File: src/hw/rtl/mprhm_pkg.sv
// Shared types and constants of the rolling hash matcher.
// No dependencies.
`default_nettype none
package mprhm_pkg;

  localparam int unsigned MUL_W = 16;
  localparam int unsigned POS_W = 16;
  localparam int unsigned LEN_OUT_W = 6;

  typedef enum logic [1:0] {
    OP_PATTERN = 2'd0,
    OP_TEXT    = 2'd1,
    OP_CLEAR   = 2'd2,
    OP_NONE    = 2'd3
  } op_t;

  typedef enum logic [1:0] {
    ST_OK        = 2'd0,
    ST_TOO_LONG  = 2'd1,
    ST_TABLE_FULL = 2'd2,
    ST_SLOTS_FULL = 2'd3
  } status_t;

endpackage
`default_nettype wire

File: src/hw/rtl/mprhm_mulmod.sv
// Bit-serial modular multiply-add: res = (a * b + z) mod HASH_MODULUS.
// One multiplier bit per cycle, then a final step adds the addend. Uses mprhm_pkg.
`default_nettype none
module mprhm_mulmod import mprhm_pkg::*; #(
  parameter int unsigned HASH_MODULUS = 1000003,
  parameter int unsigned HW = 20
) (
  input  wire logic          clk,
  input  wire logic          rst,
  input  wire logic          start,
  input  wire logic [HW-1:0] a,
  input  wire logic [MUL_W-1:0] b,
  input  wire logic [HW-1:0] z,
  output logic               done,
  output logic [HW-1:0]      res
);

  localparam int unsigned CW = $clog2(MUL_W + 1);
  localparam logic [HW:0] MOD = (HW + 1)'(HASH_MODULUS);

  logic [HW-1:0] acc;
  logic [HW-1:0] a_q;
  logic [HW-1:0] z_q;
  logic [MUL_W-1:0] b_q;
  logic [CW-1:0] cnt;
  logic busy;

  logic [HW:0] dbl, red1, sum, red2, fin, finr;

  always_comb begin
    dbl  = {acc, 1'b0};
    red1 = (dbl >= MOD) ? dbl - MOD : dbl;
    sum  = red1 + (b_q[MUL_W-1] ? {1'b0, a_q} : '0);
    red2 = (sum >= MOD) ? sum - MOD : sum;
    fin  = {1'b0, acc} + {1'b0, z_q};
    finr = (fin >= MOD) ? fin - MOD : fin;
  end

  always_ff @(posedge clk) begin
    if (rst) begin
      busy <= 1'b0;
      done <= 1'b0;
      cnt  <= '0;
    end else begin
      done <= 1'b0;
      if (start) begin
        acc  <= '0;
        a_q  <= a;
        b_q  <= b;
        z_q  <= z;
        cnt  <= CW'(MUL_W);
        busy <= 1'b1;
      end else if (busy) begin
        if (cnt != '0) begin
          acc <= red2[HW-1:0];
          b_q <= b_q << 1;
          cnt <= cnt - 1'b1;
        end else begin
          acc  <= finr[HW-1:0];
          busy <= 1'b0;
          done <= 1'b1;
        end
      end
    end
  end

  assign res = acc;

endmodule
`default_nettype wire

File: src/hw/rtl/multi_pattern_rolling_hash_matcher_core.sv
// Multi-pattern rolling hash matcher: one item at a time through a shared mulmod unit.
// A clear or unused op loads the result register directly; a text byte runs, per slot, a
// subtract once the window is full, a hash update and, while unmatched and enough bytes are seen,
// a pattern table scan. A pattern byte updates power (not on the first byte) and hash, or only
// flags overflow; a last byte adds a table scan and a window rehash for a new length. The next
// item is taken in the cycle after the result loads. Synchronous active-high reset.
`default_nettype none
module multi_pattern_rolling_hash_matcher_core import mprhm_pkg::*; #(
  parameter int unsigned HASH_BASE = 256,
  parameter int unsigned HASH_MODULUS = 1000003,
  parameter int unsigned MAX_PATTERN_LENGTH = 32,
  parameter int unsigned MAX_LENGTH_SLOTS = 4,
  parameter int unsigned MAX_PATTERNS = 16
) (
  input  wire logic        clk,
  input  wire logic        rst,
  input  wire logic        cfg_valid,
  output logic             cfg_ready,
  input  wire logic        cfg_data,
  input  wire logic        in_valid,
  output logic             in_stall,
  input  wire logic [1:0]  op,
  input  wire logic [7:0]  byte_value,
  input  wire logic        last,
  output logic             out_valid,
  input  wire logic        out_stall,
  output logic             match,
  output logic [15:0]      start_position,
  output logic [5:0]       match_length,
  output logic [1:0]       status
);

  localparam int unsigned HW  = $clog2(HASH_MODULUS);
  localparam int unsigned LW  = $clog2(MAX_PATTERN_LENGTH + 1);
  localparam int unsigned IW  = (MAX_PATTERN_LENGTH > 1) ? $clog2(MAX_PATTERN_LENGTH) : 1;
  localparam int unsigned SW  = (MAX_LENGTH_SLOTS > 1) ? $clog2(MAX_LENGTH_SLOTS) : 1;
  localparam int unsigned SCW = $clog2(MAX_LENGTH_SLOTS + 1);
  localparam int unsigned PW  = (MAX_PATTERNS > 1) ? $clog2(MAX_PATTERNS) : 1;
  localparam int unsigned PCW = $clog2(MAX_PATTERNS + 1);
  localparam logic [HW:0] MOD = (HW + 1)'(HASH_MODULUS);
  localparam logic [MUL_W-1:0] BASE = MUL_W'(HASH_BASE);
  localparam logic [POS_W-1:0] POS_MAX = '1;

  typedef enum logic [17:0] {
    S_IDLE   = 18'h00001,
    S_PSTART = 18'h00002,
    S_PCM    = 18'h00004,
    S_PPOW   = 18'h00008,
    S_PHASH  = 18'h00010,
    S_COMMIT = 18'h00020,
    S_CSCAN  = 18'h00040,
    S_CDEC   = 18'h00080,
    S_WLOOP  = 18'h00100,
    S_WCM    = 18'h00200,
    S_WHASH  = 18'h00400,
    S_TCM    = 18'h00800,
    S_TSLOT  = 18'h01000,
    S_TSUB   = 18'h02000,
    S_THASH  = 18'h04000,
    S_TSCAN  = 18'h08000,
    S_TEND   = 18'h10000,
    S_DONE   = 18'h20000
  } state_t;

  state_t state;

  logic case_fold;
  logic [7:0]    window [MAX_PATTERN_LENGTH];
  logic [HW-1:0] slot_hash [MAX_LENGTH_SLOTS];
  logic [LW-1:0] slot_length [MAX_LENGTH_SLOTS];
  logic [HW-1:0] slot_power [MAX_LENGTH_SLOTS];
  logic [SCW-1:0] slot_count;
  logic [HW-1:0] pattern_table [MAX_PATTERNS];
  logic [PCW-1:0] pattern_count;
  logic [HW-1:0] load_hash;
  logic [LW-1:0] load_length;
  logic [HW-1:0] load_power;
  logic load_ovf;
  logic [POS_W-1:0] text_position;

  logic [7:0] cur_byte;
  logic cur_last;
  logic [HW-1:0] cm;
  logic [HW-1:0] acc_h;
  logic [SCW-1:0] si;
  logic [PCW-1:0] sidx;
  logic [IW-1:0] widx;
  logic [LW-1:0] wcnt;
  logic found;
  logic hash_new;
  logic r_match;
  logic [POS_W-1:0] r_start;
  logic [LEN_OUT_W-1:0] r_len;
  logic [1:0] r_status;
  logic mm_issued;

  logic mm_start, mm_done;
  logic [HW-1:0] mm_a, mm_z, mm_res;
  logic [MUL_W-1:0] mm_b;

  logic [POS_W:0] seen;
  logic [LW-1:0] cur_len;
  logic seen_le, seen_ge;
  logic [7:0] win_rd;
  logic [HW-1:0] tab_rd;
  logic len_found;
  logic [HW:0] sub_wrap;
  logic [LW-1:0] wmin;
  logic [7:0] folded;
  logic [POS_W-1:0] start_calc;
  logic compute;

  always_comb begin
    seen     = {1'b0, text_position} + 1'b1;
    cur_len  = slot_length[si[SW-1:0]];
    seen_le  = seen <= (POS_W + 1)'(cur_len);
    seen_ge  = seen >= (POS_W + 1)'(cur_len);
    win_rd   = window[widx];
    tab_rd   = pattern_table[sidx[PW-1:0]];
    sub_wrap = ({1'b0, acc_h} >= {1'b0, mm_res}) ? {1'b0, acc_h} - {1'b0, mm_res}
                                                 : {1'b0, acc_h} + MOD - {1'b0, mm_res};
    wmin     = (text_position < POS_W'(load_length)) ? LW'(text_position) : load_length;
    folded   = (case_fold && byte_value >= 8'h41 && byte_value <= 8'h5A)
               ? byte_value + 8'h20 : byte_value;
    start_calc = (text_position == POS_MAX) ? POS_MAX : seen[POS_W-1:0] - POS_W'(cur_len);
    len_found = 1'b0;
    for (int i = 0; i < MAX_LENGTH_SLOTS; i++) begin
      if (SCW'(i) < slot_count && slot_length[i] == load_length) begin
        len_found = 1'b1;
      end
    end
  end

  always_comb begin
    compute = 1'b1;
    mm_a = '0;
    mm_b = '0;
    mm_z = '0;
    case (state)
      S_PCM, S_TCM: begin
        mm_a = HW'(1);
        mm_b = MUL_W'(cur_byte);
      end
      S_WCM: begin
        mm_a = HW'(1);
        mm_b = MUL_W'(win_rd);
      end
      S_PPOW: begin
        mm_a = load_power;
        mm_b = BASE;
      end
      S_PHASH: begin
        mm_a = load_hash;
        mm_b = BASE;
        mm_z = cm;
      end
      S_WHASH, S_THASH: begin
        mm_a = acc_h;
        mm_b = BASE;
        mm_z = cm;
      end
      S_TSUB: begin
        mm_a = slot_power[si[SW-1:0]];
        mm_b = MUL_W'(win_rd);
      end
      default: compute = 1'b0;
    endcase
    mm_start = compute && !mm_issued;
  end

  mprhm_mulmod #(
    .HASH_MODULUS(HASH_MODULUS),
    .HW(HW)
  ) u_mulmod (
    .clk(clk),
    .rst(rst),
    .start(mm_start),
    .a(mm_a),
    .b(mm_b),
    .z(mm_z),
    .done(mm_done),
    .res(mm_res)
  );

  assign cfg_ready = 1'b1;
  assign in_stall = (state != S_IDLE);

  always_ff @(posedge clk) begin
    if (rst) begin
      state         <= S_IDLE;
      case_fold     <= 1'b0;
      slot_count    <= '0;
      pattern_count <= '0;
      load_hash     <= '0;
      load_length   <= '0;
      load_power    <= HW'(1);
      load_ovf      <= 1'b0;
      text_position <= '0;
      out_valid     <= 1'b0;
      mm_issued     <= 1'b0;
      for (int i = 0; i < MAX_PATTERN_LENGTH; i++) begin
        window[i] <= '0;
      end
      for (int i = 0; i < MAX_LENGTH_SLOTS; i++) begin
        slot_hash[i] <= '0;
      end
    end else begin
      if (cfg_valid && cfg_ready) begin
        case_fold <= cfg_data;
      end
      if (state == S_DONE && (!out_valid || !out_stall)) begin
        out_valid <= 1'b1;
      end else if (out_valid && !out_stall) begin
        out_valid <= 1'b0;
      end
      if (mm_done) begin
        mm_issued <= 1'b0;
      end else if (mm_start) begin
        mm_issued <= 1'b1;
      end

      case (state)
        S_IDLE: begin
          if (in_valid) begin
            cur_last <= last;
            r_match  <= 1'b0;
            r_start  <= '0;
            r_len    <= '0;
            r_status <= ST_OK;
            case (op)
              OP_PATTERN: begin
                cur_byte <= byte_value;
                state    <= S_PSTART;
              end
              OP_TEXT: begin
                cur_byte <= folded;
                state    <= S_TCM;
              end
              OP_CLEAR: begin
                for (int i = 0; i < MAX_LENGTH_SLOTS; i++) begin
                  slot_hash[i] <= '0;
                end
                slot_count    <= '0;
                pattern_count <= '0;
                load_hash     <= '0;
                load_length   <= '0;
                load_power    <= HW'(1);
                load_ovf      <= 1'b0;
                state         <= S_DONE;
              end
              default: state <= S_DONE;
            endcase
          end
        end

        S_PSTART: begin
          if (load_ovf || load_length >= LW'(MAX_PATTERN_LENGTH)) begin
            load_ovf <= 1'b1;
            r_status <= ST_TOO_LONG;
            state    <= cur_last ? S_COMMIT : S_DONE;
          end else begin
            state <= S_PCM;
          end
        end

        S_PCM: begin
          if (mm_done) begin
            cm    <= mm_res;
            state <= (load_length != '0) ? S_PPOW : S_PHASH;
          end
        end

        S_PPOW: begin
          if (mm_done) begin
            load_power <= mm_res;
            state      <= S_PHASH;
          end
        end

        S_PHASH: begin
          if (mm_done) begin
            load_hash   <= mm_res;
            load_length <= load_length + 1'b1;
            state       <= cur_last ? S_COMMIT : S_DONE;
          end
        end

        S_COMMIT: begin
          if (load_ovf || load_length == '0) begin
            r_status    <= load_ovf ? ST_TOO_LONG : ST_OK;
            load_hash   <= '0;
            load_length <= '0;
            load_power  <= HW'(1);
            load_ovf    <= 1'b0;
            state       <= S_DONE;
          end else begin
            sidx  <= '0;
            state <= S_CSCAN;
          end
        end

        S_CSCAN: begin
          if (sidx == pattern_count) begin
            hash_new <= 1'b1;
            state    <= S_CDEC;
          end else if (tab_rd == load_hash) begin
            hash_new <= 1'b0;
            state    <= S_CDEC;
          end else begin
            sidx <= sidx + 1'b1;
          end
        end

        S_CDEC: begin
          if ((hash_new && pattern_count >= PCW'(MAX_PATTERNS)) ||
              (!len_found && slot_count >= SCW'(MAX_LENGTH_SLOTS))) begin
            r_status    <= (hash_new && pattern_count >= PCW'(MAX_PATTERNS))
                           ? ST_TABLE_FULL : ST_SLOTS_FULL;
            load_hash   <= '0;
            load_length <= '0;
            load_power  <= HW'(1);
            load_ovf    <= 1'b0;
            state       <= S_DONE;
          end else begin
            if (hash_new) begin
              pattern_table[pattern_count[PW-1:0]] <= load_hash;
              pattern_count <= pattern_count + 1'b1;
            end
            if (!len_found) begin
              slot_length[slot_count[SW-1:0]] <= load_length;
              slot_power[slot_count[SW-1:0]]  <= load_power;
              acc_h <= '0;
              wcnt  <= wmin;
              state <= S_WLOOP;
            end else begin
              load_hash   <= '0;
              load_length <= '0;
              load_power  <= HW'(1);
              load_ovf    <= 1'b0;
              state       <= S_DONE;
            end
          end
        end

        S_WLOOP: begin
          if (wcnt == '0) begin
            slot_hash[slot_count[SW-1:0]] <= acc_h;
            slot_count  <= slot_count + 1'b1;
            load_hash   <= '0;
            load_length <= '0;
            load_power  <= HW'(1);
            load_ovf    <= 1'b0;
            state       <= S_DONE;
          end else begin
            widx  <= IW'(wcnt - 1'b1);
            state <= S_WCM;
          end
        end

        S_WCM: begin
          if (mm_done) begin
            cm    <= mm_res;
            state <= S_WHASH;
          end
        end

        S_WHASH: begin
          if (mm_done) begin
            acc_h <= mm_res;
            wcnt  <= wcnt - 1'b1;
            state <= S_WLOOP;
          end
        end

        S_TCM: begin
          if (mm_done) begin
            cm    <= mm_res;
            si    <= '0;
            found <= 1'b0;
            state <= S_TSLOT;
          end
        end

        S_TSLOT: begin
          if (si == slot_count) begin
            state <= S_TEND;
          end else begin
            acc_h <= slot_hash[si[SW-1:0]];
            widx  <= IW'(cur_len - 1'b1);
            state <= seen_le ? S_THASH : S_TSUB;
          end
        end

        S_TSUB: begin
          if (mm_done) begin
            acc_h <= sub_wrap[HW-1:0];
            state <= S_THASH;
          end
        end

        S_THASH: begin
          if (mm_done) begin
            acc_h <= mm_res;
            slot_hash[si[SW-1:0]] <= mm_res;
            if (!found && seen_ge) begin
              sidx  <= '0;
              state <= S_TSCAN;
            end else begin
              si    <= si + 1'b1;
              state <= S_TSLOT;
            end
          end
        end

        S_TSCAN: begin
          if (sidx == pattern_count) begin
            si    <= si + 1'b1;
            state <= S_TSLOT;
          end else if (tab_rd == acc_h) begin
            found   <= 1'b1;
            r_match <= 1'b1;
            r_start <= start_calc;
            r_len   <= LEN_OUT_W'(cur_len);
            si      <= si + 1'b1;
            state   <= S_TSLOT;
          end else begin
            sidx <= sidx + 1'b1;
          end
        end

        S_TEND: begin
          if (cur_last) begin
            for (int i = 0; i < MAX_PATTERN_LENGTH; i++) begin
              window[i] <= '0;
            end
            for (int i = 0; i < MAX_LENGTH_SLOTS; i++) begin
              slot_hash[i] <= '0;
            end
            text_position <= '0;
          end else begin
            window[0] <= cur_byte;
            for (int i = 1; i < MAX_PATTERN_LENGTH; i++) begin
              window[i] <= window[i-1];
            end
            if (text_position != POS_MAX) begin
              text_position <= text_position + 1'b1;
            end
          end
          state <= S_DONE;
        end

        S_DONE: begin
          if (!out_valid || !out_stall) begin
            match          <= r_match;
            start_position <= r_start;
            match_length   <= r_len;
            status         <= r_status;
            state          <= S_IDLE;
          end
        end

        default: state <= S_IDLE;
      endcase
    end
  end

endmodule
`default_nettype wire

File: config.mk
export PLATFORM = sky130hd
export DESIGN_NAME = multi_pattern_rolling_hash_matcher_core
export DESIGN_NICKNAME = d
export VERILOG_FILES = /design/src/hw/rtl/mprhm_pkg.sv /design/src/hw/rtl/mprhm_mulmod.sv /design/src/hw/rtl/multi_pattern_rolling_hash_matcher_core.sv
export SDC_FILE = /design/constraint.sdc
export NUM_CORES = 2
export LEC_CHECK = 0
export BUFFER_PORTS_ARGS = -buffer_cell sky130_fd_sc_hd__buf_4
export CORE_UTILIZATION = 40
export CTS_BUF_LIST = sky130_fd_sc_hd__clkbuf_16
export CTS_CLUSTER_SIZE = 40
export DETAILED_ROUTE_END_ITERATION = 10
export MAX_ROUTING_LAYER = met4
export PLACE_DENSITY = 0.64
export SYNTH_ARGS = -nofsm -noshare
export SYNTH_HDL_FRONTEND = slang
export SYNTH_SLANG_ARGS = --single-unit
export TNS_END_PERCENT = 50
File: constraint.sdc
create_clock -name clk -period 11.25 [get_ports clk]
set_clock_uncertainty 0.15 [all_clocks]
set_input_delay 0 -clock clk [delete_from_list [all_inputs] [get_ports clk]]
set_output_delay 0 -clock clk [all_outputs]
set_load 0.005 [all_outputs]
## After elaboration in Yosys (flattened, before gate mapping)

Memories as Yosys holds them, arrays and structs flattened. A register that Yosys moved wholly into a read port is not among the register bits.
Cells that the tools add are included.
Widths: inputs -> output; s select.

- Output and inout bits: 28
- Memories kept: 5
- Logic and storage cells: 559
- Input bits: 17
- Memory bits (writable): 760
- Register bits after elaboration: 295

Memory list:

| name | words | width | rd ports | clocked after memory_dff | wr ports | line | text |
|---|---|---|---|---|---|---|---|
| pattern_table | 16 | 20 | 1 | 1 | 1 | multi_pattern_rolling_hash_matcher_core.sv:73 | `logic [HW-1:0] pattern_table [MAX_PATTERNS];` |
| window | 32 | 8 | 32 | 1 | 32 | multi_pattern_rolling_hash_matcher_core.sv:68 | `logic [7:0] window [MAX_PATTERN_LENGTH];` |
| slot_hash | 4 | 20 | 1 | 1 | 4 | multi_pattern_rolling_hash_matcher_core.sv:69 | `logic [HW-1:0] slot_hash [MAX_LENGTH_SLOTS];` |
| slot_power | 4 | 20 | 1 | 1 | 1 | multi_pattern_rolling_hash_matcher_core.sv:71 | `logic [HW-1:0] slot_power [MAX_LENGTH_SLOTS];` |
| slot_length | 4 | 6 | 5 | 1 | 1 | multi_pattern_rolling_hash_matcher_core.sv:70 | `logic [LW-1:0] slot_length [MAX_LENGTH_SLOTS];` |

- Mux-type cells: 262
- Bitwise logic cells: 74
- $lt $le $gt $ge: 16
- Reduce and logical (&&, ||, !) cells: 82
- Add/sub/neg operators: 20
- Equal/unequal tests: 63

Operators with widths:

| kind | count |
|---|---|
| $mux 20 | 33 |
| $mux 8 | 65 |
| $mux 18 | 20 |
| $pmux 18 s18 | 1 |
| $pmux 20 s5 | 3 |
| $mux 16 | 10 |
| $mux 5 | 18 |
| $mux 6 | 14 |
| $pmux 20 s4 | 1 |
| $or 1x1->1 | 72 |
| $ge 21x20->1 const B | 3 |
| $mux 1 | 60 |
| $eq 20x20->1 | 2 |
| $reduce_or 20->1 | 2 |
| $sub 20x20->20 | 2 |
| $sub 20x20->20 const B | 2 |
| $ne 2x2->1 const B | 18 |
| $pmux 18 s2 | 1 |
| $pmux 16 s2 | 1 |
| $pmux 6 s5 | 1 |
| $reduce_and 7->1 | 4 |
| $pmux 9 s3 | 1 |
| $eq 6x6->1 | 4 |
| $mux 3 | 8 |
| other kinds (87) | 171 |

## Logic depth before layout (Yosys ltp)

An unclocked memory read counts as a cell.

- Depth in word-level cells: 14
- Gate-level depth with buffers: 26
- Gate-level depth less buffers: 22

## Cells and area by module

A second synthesis with hierarchy kept.

- Cells, all modules: 4043
- Area, all modules: 53166.0 um2

Modules (own cells, without submodules):

| module | cells each | times used | area an instance (um2) |
|---|---|---|---|
| multi_pattern_rolling_hash_matcher_core | 3299 | 1 | 46057.9 |
| mprhm_mulmod | 744 | 1 | 7108.1 |

## Worst setup path before layout

Ideal clock, no wire load.

- Path kind: reg2reg
- From: register u_mulmod.acc[1], in the netlist u_mulmod.res[1]
- To: register u_mulmod.acc[18], in the netlist u_mulmod.res[18], data pin
- Required time: 10.842 ns
- Path slack: 5.583 ns
- Setup time: 0.258 ns
- Arrival: 5.259 ns
- Cell stages (with the launch flop): 27
- Cells stage by stage: edfxtp_1 > clkbuf_1 > o41ai_1 > nand3_1 > nand2_1 > a21o_1 > nand2_1 > a21oi_1 > inv_1 > clkbuf_1 > nand2_1 > nor3_1 > xnor2_1 > ha_1 > buf_2 > a21oi_1 > o211a_1 > o31a_1 > and3b_1 > or2_1 > a211o_1 > or4_1 > o21ba_2 > buf_2 > a311oi_2 > mux2i_1 > a21oi_1

- Word-level cells in the longest chain between the ends: 7
- Elaborated cells between the ends (all ways): 13

Ends and longest elaborated chain:

| item | line | text |
|---|---|---|
| start: declaration | mprhm_mulmod.sv:21 | `logic [HW-1:0] acc;` |
| start signal: assignment | mprhm_mulmod.sv:55 | `acc <= red2[HW-1:0];` |
| start signal: assignment | mprhm_mulmod.sv:59 | `acc <= finr[HW-1:0];` |
| $sub 21x20->21 or $ge 21x20->1 (tied branches) | mprhm_mulmod.sv:32 | `red1 = (dbl >= MOD) ? dbl - MOD : dbl;` |
| $mux 21 | mprhm_mulmod.sv:32 |  |
| $add 21x20->21 | mprhm_mulmod.sv:33 | `sum = red1 + (b_q[MUL_W-1] ? {1'b0, a_q} : '0);` |
| $sub 20x20->20 or $ge 21x20->1 (tied branches) | mprhm_mulmod.sv:34 | `red2 = (sum >= MOD) ? sum - MOD : sum;` |
| $mux 20 | mprhm_mulmod.sv:34 |  |
| $mux 20 (*) | mprhm_mulmod.sv:54 | `if (cnt != '0) begin` |
| $mux 20 (*) | mprhm_mulmod.sv:53 | `end else if (busy) begin` |

Every way passes the cells marked *; elsewhere a longest branch is shown, timed or not. The select of a mux whose other input is x is not followed.
A chain may end at the register's enable or synchronous reset.

## Final worst setup path

- From: register u_mulmod.acc[1], in the netlist u_mulmod.res[1]
- To: register u_mulmod.acc[12], in the netlist u_mulmod.res[12], data pin

Same word-level chain as after synthesis.

==> reports/results.ini <==
[detailed_routing]
via_count=32500
drc=0
final_antenna_net_count=0
drt_iter0_markers=3737
drt_first_pass_iters=7
viasPerCell=5.76
finalWirelength_mm=134
post_drt_wl_per_cell_um=23.7

[synthesis]
ys_seq_area_frac=0.597
ys_async_sr_fraction=0
synth_nets=3980
ys_ff_latch=1066
yosys.cell_types.count=93
syn_avg_cell_area_um2=13.5
synth_edf_count=948
synth_cells=3827
synth_warnings=0
synth_ff_type=edfxtp_1
syn-cell-area_mm2=0.0516

[outcome]
outcome=completed

[timing]
slew_violations=0
worstMarginPinSlew_ns=1.29
setup_viol=0
finalSetupTns_ns=0
maxSlewHeadroom=0.141
fmax_mhz=147
timing.final.crit_period_ns=6.78
rsz0062_at_grt=no
hold_violations=0
timing.final.crit_share=0.603

[global_routing]
top_usage_layer=met2
grt_overflow=0
use_met1=0.291
grt_pass1_vias=31800
grt_util_met3=0.0310
grt_max_degree=250
grt.total_usage=0.209
grt_first_pass_wirelength_mm=203
grtUsageMet2=0.321
antenna_found_initial=1

[finish]
final.fill_count=11300
drive_gt1_frac=0.146
final_cells=5639
nets=4037
syn2layout_area_growth_pct=11.7
layout_commonest_cell=edfxtp_1
final_cell_mix=edfxtp_1 (948), and2_1 (301), nor2_1 (269)

[power]
irDropWorstVdd_uv=119
leakagePower_nw=20.4
power_per_cell_area_mw_per_mm2=159

[worst_setup_path]
reg2reg_slack_ns=4.47
rr_worst_depth=20
crit_path_frequent_cell=a21oi_1
arrival_ns=7.03
cp_top_family=compound AO/OA/AOI/OAI gates
r2r-start=u_mulmod.res[1]$_SDFFCE_PP0P_
cp_max_fo=11
cp-start-kind=flop
slowest_stage=edfxtp_1
cp-end-kind=flop
cpPeakStageDelay_ns=0.63
crit_type=flop to flop
worstPathRequired_ns=11.50
crit_chain=o41ai_1, nand3_1, nand2_1, a21o_1, nand2_1, a21oi_1, inv_1, ha_1, fa_1, nand3_1, a21oi_1, o211ai_1, a21oi_1, a2111oi_0, o21bai_1, xor2_1, o21ba_2, a2111oi_2, xnor2_1, o22ai_1
critPathBufInv=1
rr_endpoint=u_mulmod.res[12]$_SDFFCE_PP0P_

[clock_tree]
tritoncts=built
cts_made_buffers=109
worstSkewPairLatency_ns=0.71
clk_pin_slew_ns=0.06
cts_setup_buffers=0
ctsRootBufferMaster=clkbuf_16
numClockSinks=1066
h-tree-depth=3
cts_buffer_depth=3

[hold_path]
hold_path_depth=2
holdCritStartpoint=byte_value[4]
hold_end=cur_byte[4]$_DFFE_PP_
hold_class=input pin to flop

[flow_run]
cap_violations=0

[floorplan]
start_util=0.404
fp.dieH_um=361
die-area_mm2=0.131
core.rowCount=131
ios=45
coreArea_mm2=0.128
die_w_um=361

[placement]
dp.cells=5404
gp_congestion=0.941
hpwl_mm=86.7
numPortBuffers=43

state kept, by name (all words and copies together) (netlist names), 8 cells and up, named ones only:
name,flops
pattern_table,320
state,18
load_power,20
u_mulmod.res,20
slot_power,80
u_mulmod.a_q,20
start_position,16
u_mulmod.z_q,20
slot_length,24
slot_hash,80
r_start,16
window,256
load_hash,20
text_position,16
cm,20
acc_h,20
cur_byte,8
u_mulmod.b_q,16
metrics by stage:
stage / setup WS, ns / total power, mW / utilization / area [um2] / hold slack [ns]
6_report: 4.47 / 9.18 / 0.451 / 57700 / 0.0198
5_1_grt: 3.98 / 9.46 / 0.451 / 57700 / 0.0153
4_1_cts: 4.64 / 9.23 / 0.451 / 57700 / 0.0190
3_5_place_dp: 4.67 / 5.77 / 0.422 / 54000 / 0.0485
3_3_place_gp: 4.76 / 5.76 / 0.422 / 54000 / 0.0496
2_1_floorplan: 5.58 / 5.35 / - / 51600 / -0.0719
cells by family after synthesis:
kind of cell	count (synthesis)	synth area share
AO/OA/AOI/OAI	509	0.0644
XOR/XNOR	219	0.0371
adder cells (fa/ha/maj)	136	0.0353
buffers and inverters	335	0.0262
flip-flops	1066	0.597
multiplexers	320	0.115
other	1	0.0000726
AND/OR/NAND/NOR	1241	0.125
how the worst max path moves through the flow:
stage                             startpoint  slack [ns]  depth (start not counted)                             end
2_1_floorplan  u_mulmod.res[1]$_SDFFCE_PP0P_        5.58                         26  u_mulmod.res[18]$_SDFFCE_PP0P_
3_3_place_gp   u_mulmod.res[1]$_SDFFCE_PP0P_        4.76                         21  u_mulmod.res[12]$_SDFFCE_PP0P_
3_5_place_dp   u_mulmod.res[1]$_SDFFCE_PP0P_        4.67                         21  u_mulmod.res[12]$_SDFFCE_PP0P_
4_1_cts        u_mulmod.res[1]$_SDFFCE_PP0P_        4.64                         21  u_mulmod.res[12]$_SDFFCE_PP0P_
5_1_grt        u_mulmod.res[1]$_SDFFCE_PP0P_        3.98                         20  u_mulmod.res[12]$_SDFFCE_PP0P_
6_report       u_mulmod.res[1]$_SDFFCE_PP0P_        4.47                         20  u_mulmod.res[12]$_SDFFCE_PP0P_
final cells by class:
cell class / instances / area (um2) / share of cell area
Clock buffer: 111 / 2780 / 0.0481
Inverter: 124 / 470 / 0.00815
Sequential cell: 1066 / 30900 / 0.535
Clock inverter: 92 / 628 / 0.0109
Timing Repair Buffer: 157 / 1270 / 0.0220
Antenna cell: 1 / 2.50 / 0.0000434
Tap cell: 1662 / 2080 / 0.0360
Multi-Input combinational cell: 2426 / 19600 / 0.340
report_power, final:
group,total [mW],internal [mW],switching [mW]
Clock,3.47,1.94,1.53
Sequential,4.65,4.53,0.113
Combinational,1.06,0.356,0.705
per-layer routing:
metal	vias up	share of wire
met2	1194	0.46
met1	16500	0.44
li1	14600	-
met4	0	0.028
met3	216	0.070
met5	-	0
synth_stat cells, drive strengths merged, types with 23 or more instances:
cell | number | share of area
a21o | 24 | 0.0035
a21oi | 187 | 0.018
a22oi | 29 | 0.0042
and2 | 301 | 0.036
and3 | 27 | 0.0033
buf | 48 | 0.0053
clkbuf | 163 | 0.012
dfxtp | 118 | 0.046
edfxtp | 948 | 0.55
ha | 120 | 0.029
inv | 124 | 0.0091
mux2 | 23 | 0.0053
mux2i | 83 | 0.016
mux4 | 214 | 0.093
nand2 | 193 | 0.014
nand3 | 84 | 0.0083
nand4 | 34 | 0.0041
nor2 | 283 | 0.021
nor3 | 132 | 0.013
nor4 | 39 | 0.0048
o21ai | 82 | 0.0079
xnor2 | 153 | 0.026
xor2 | 66 | 0.011
timing repair:
action                    CTS  global route
hold endpoints to repair   89             0
gates resized for setup     0             0
hold buffers               31             0
(Power assumes the default switching activity.)
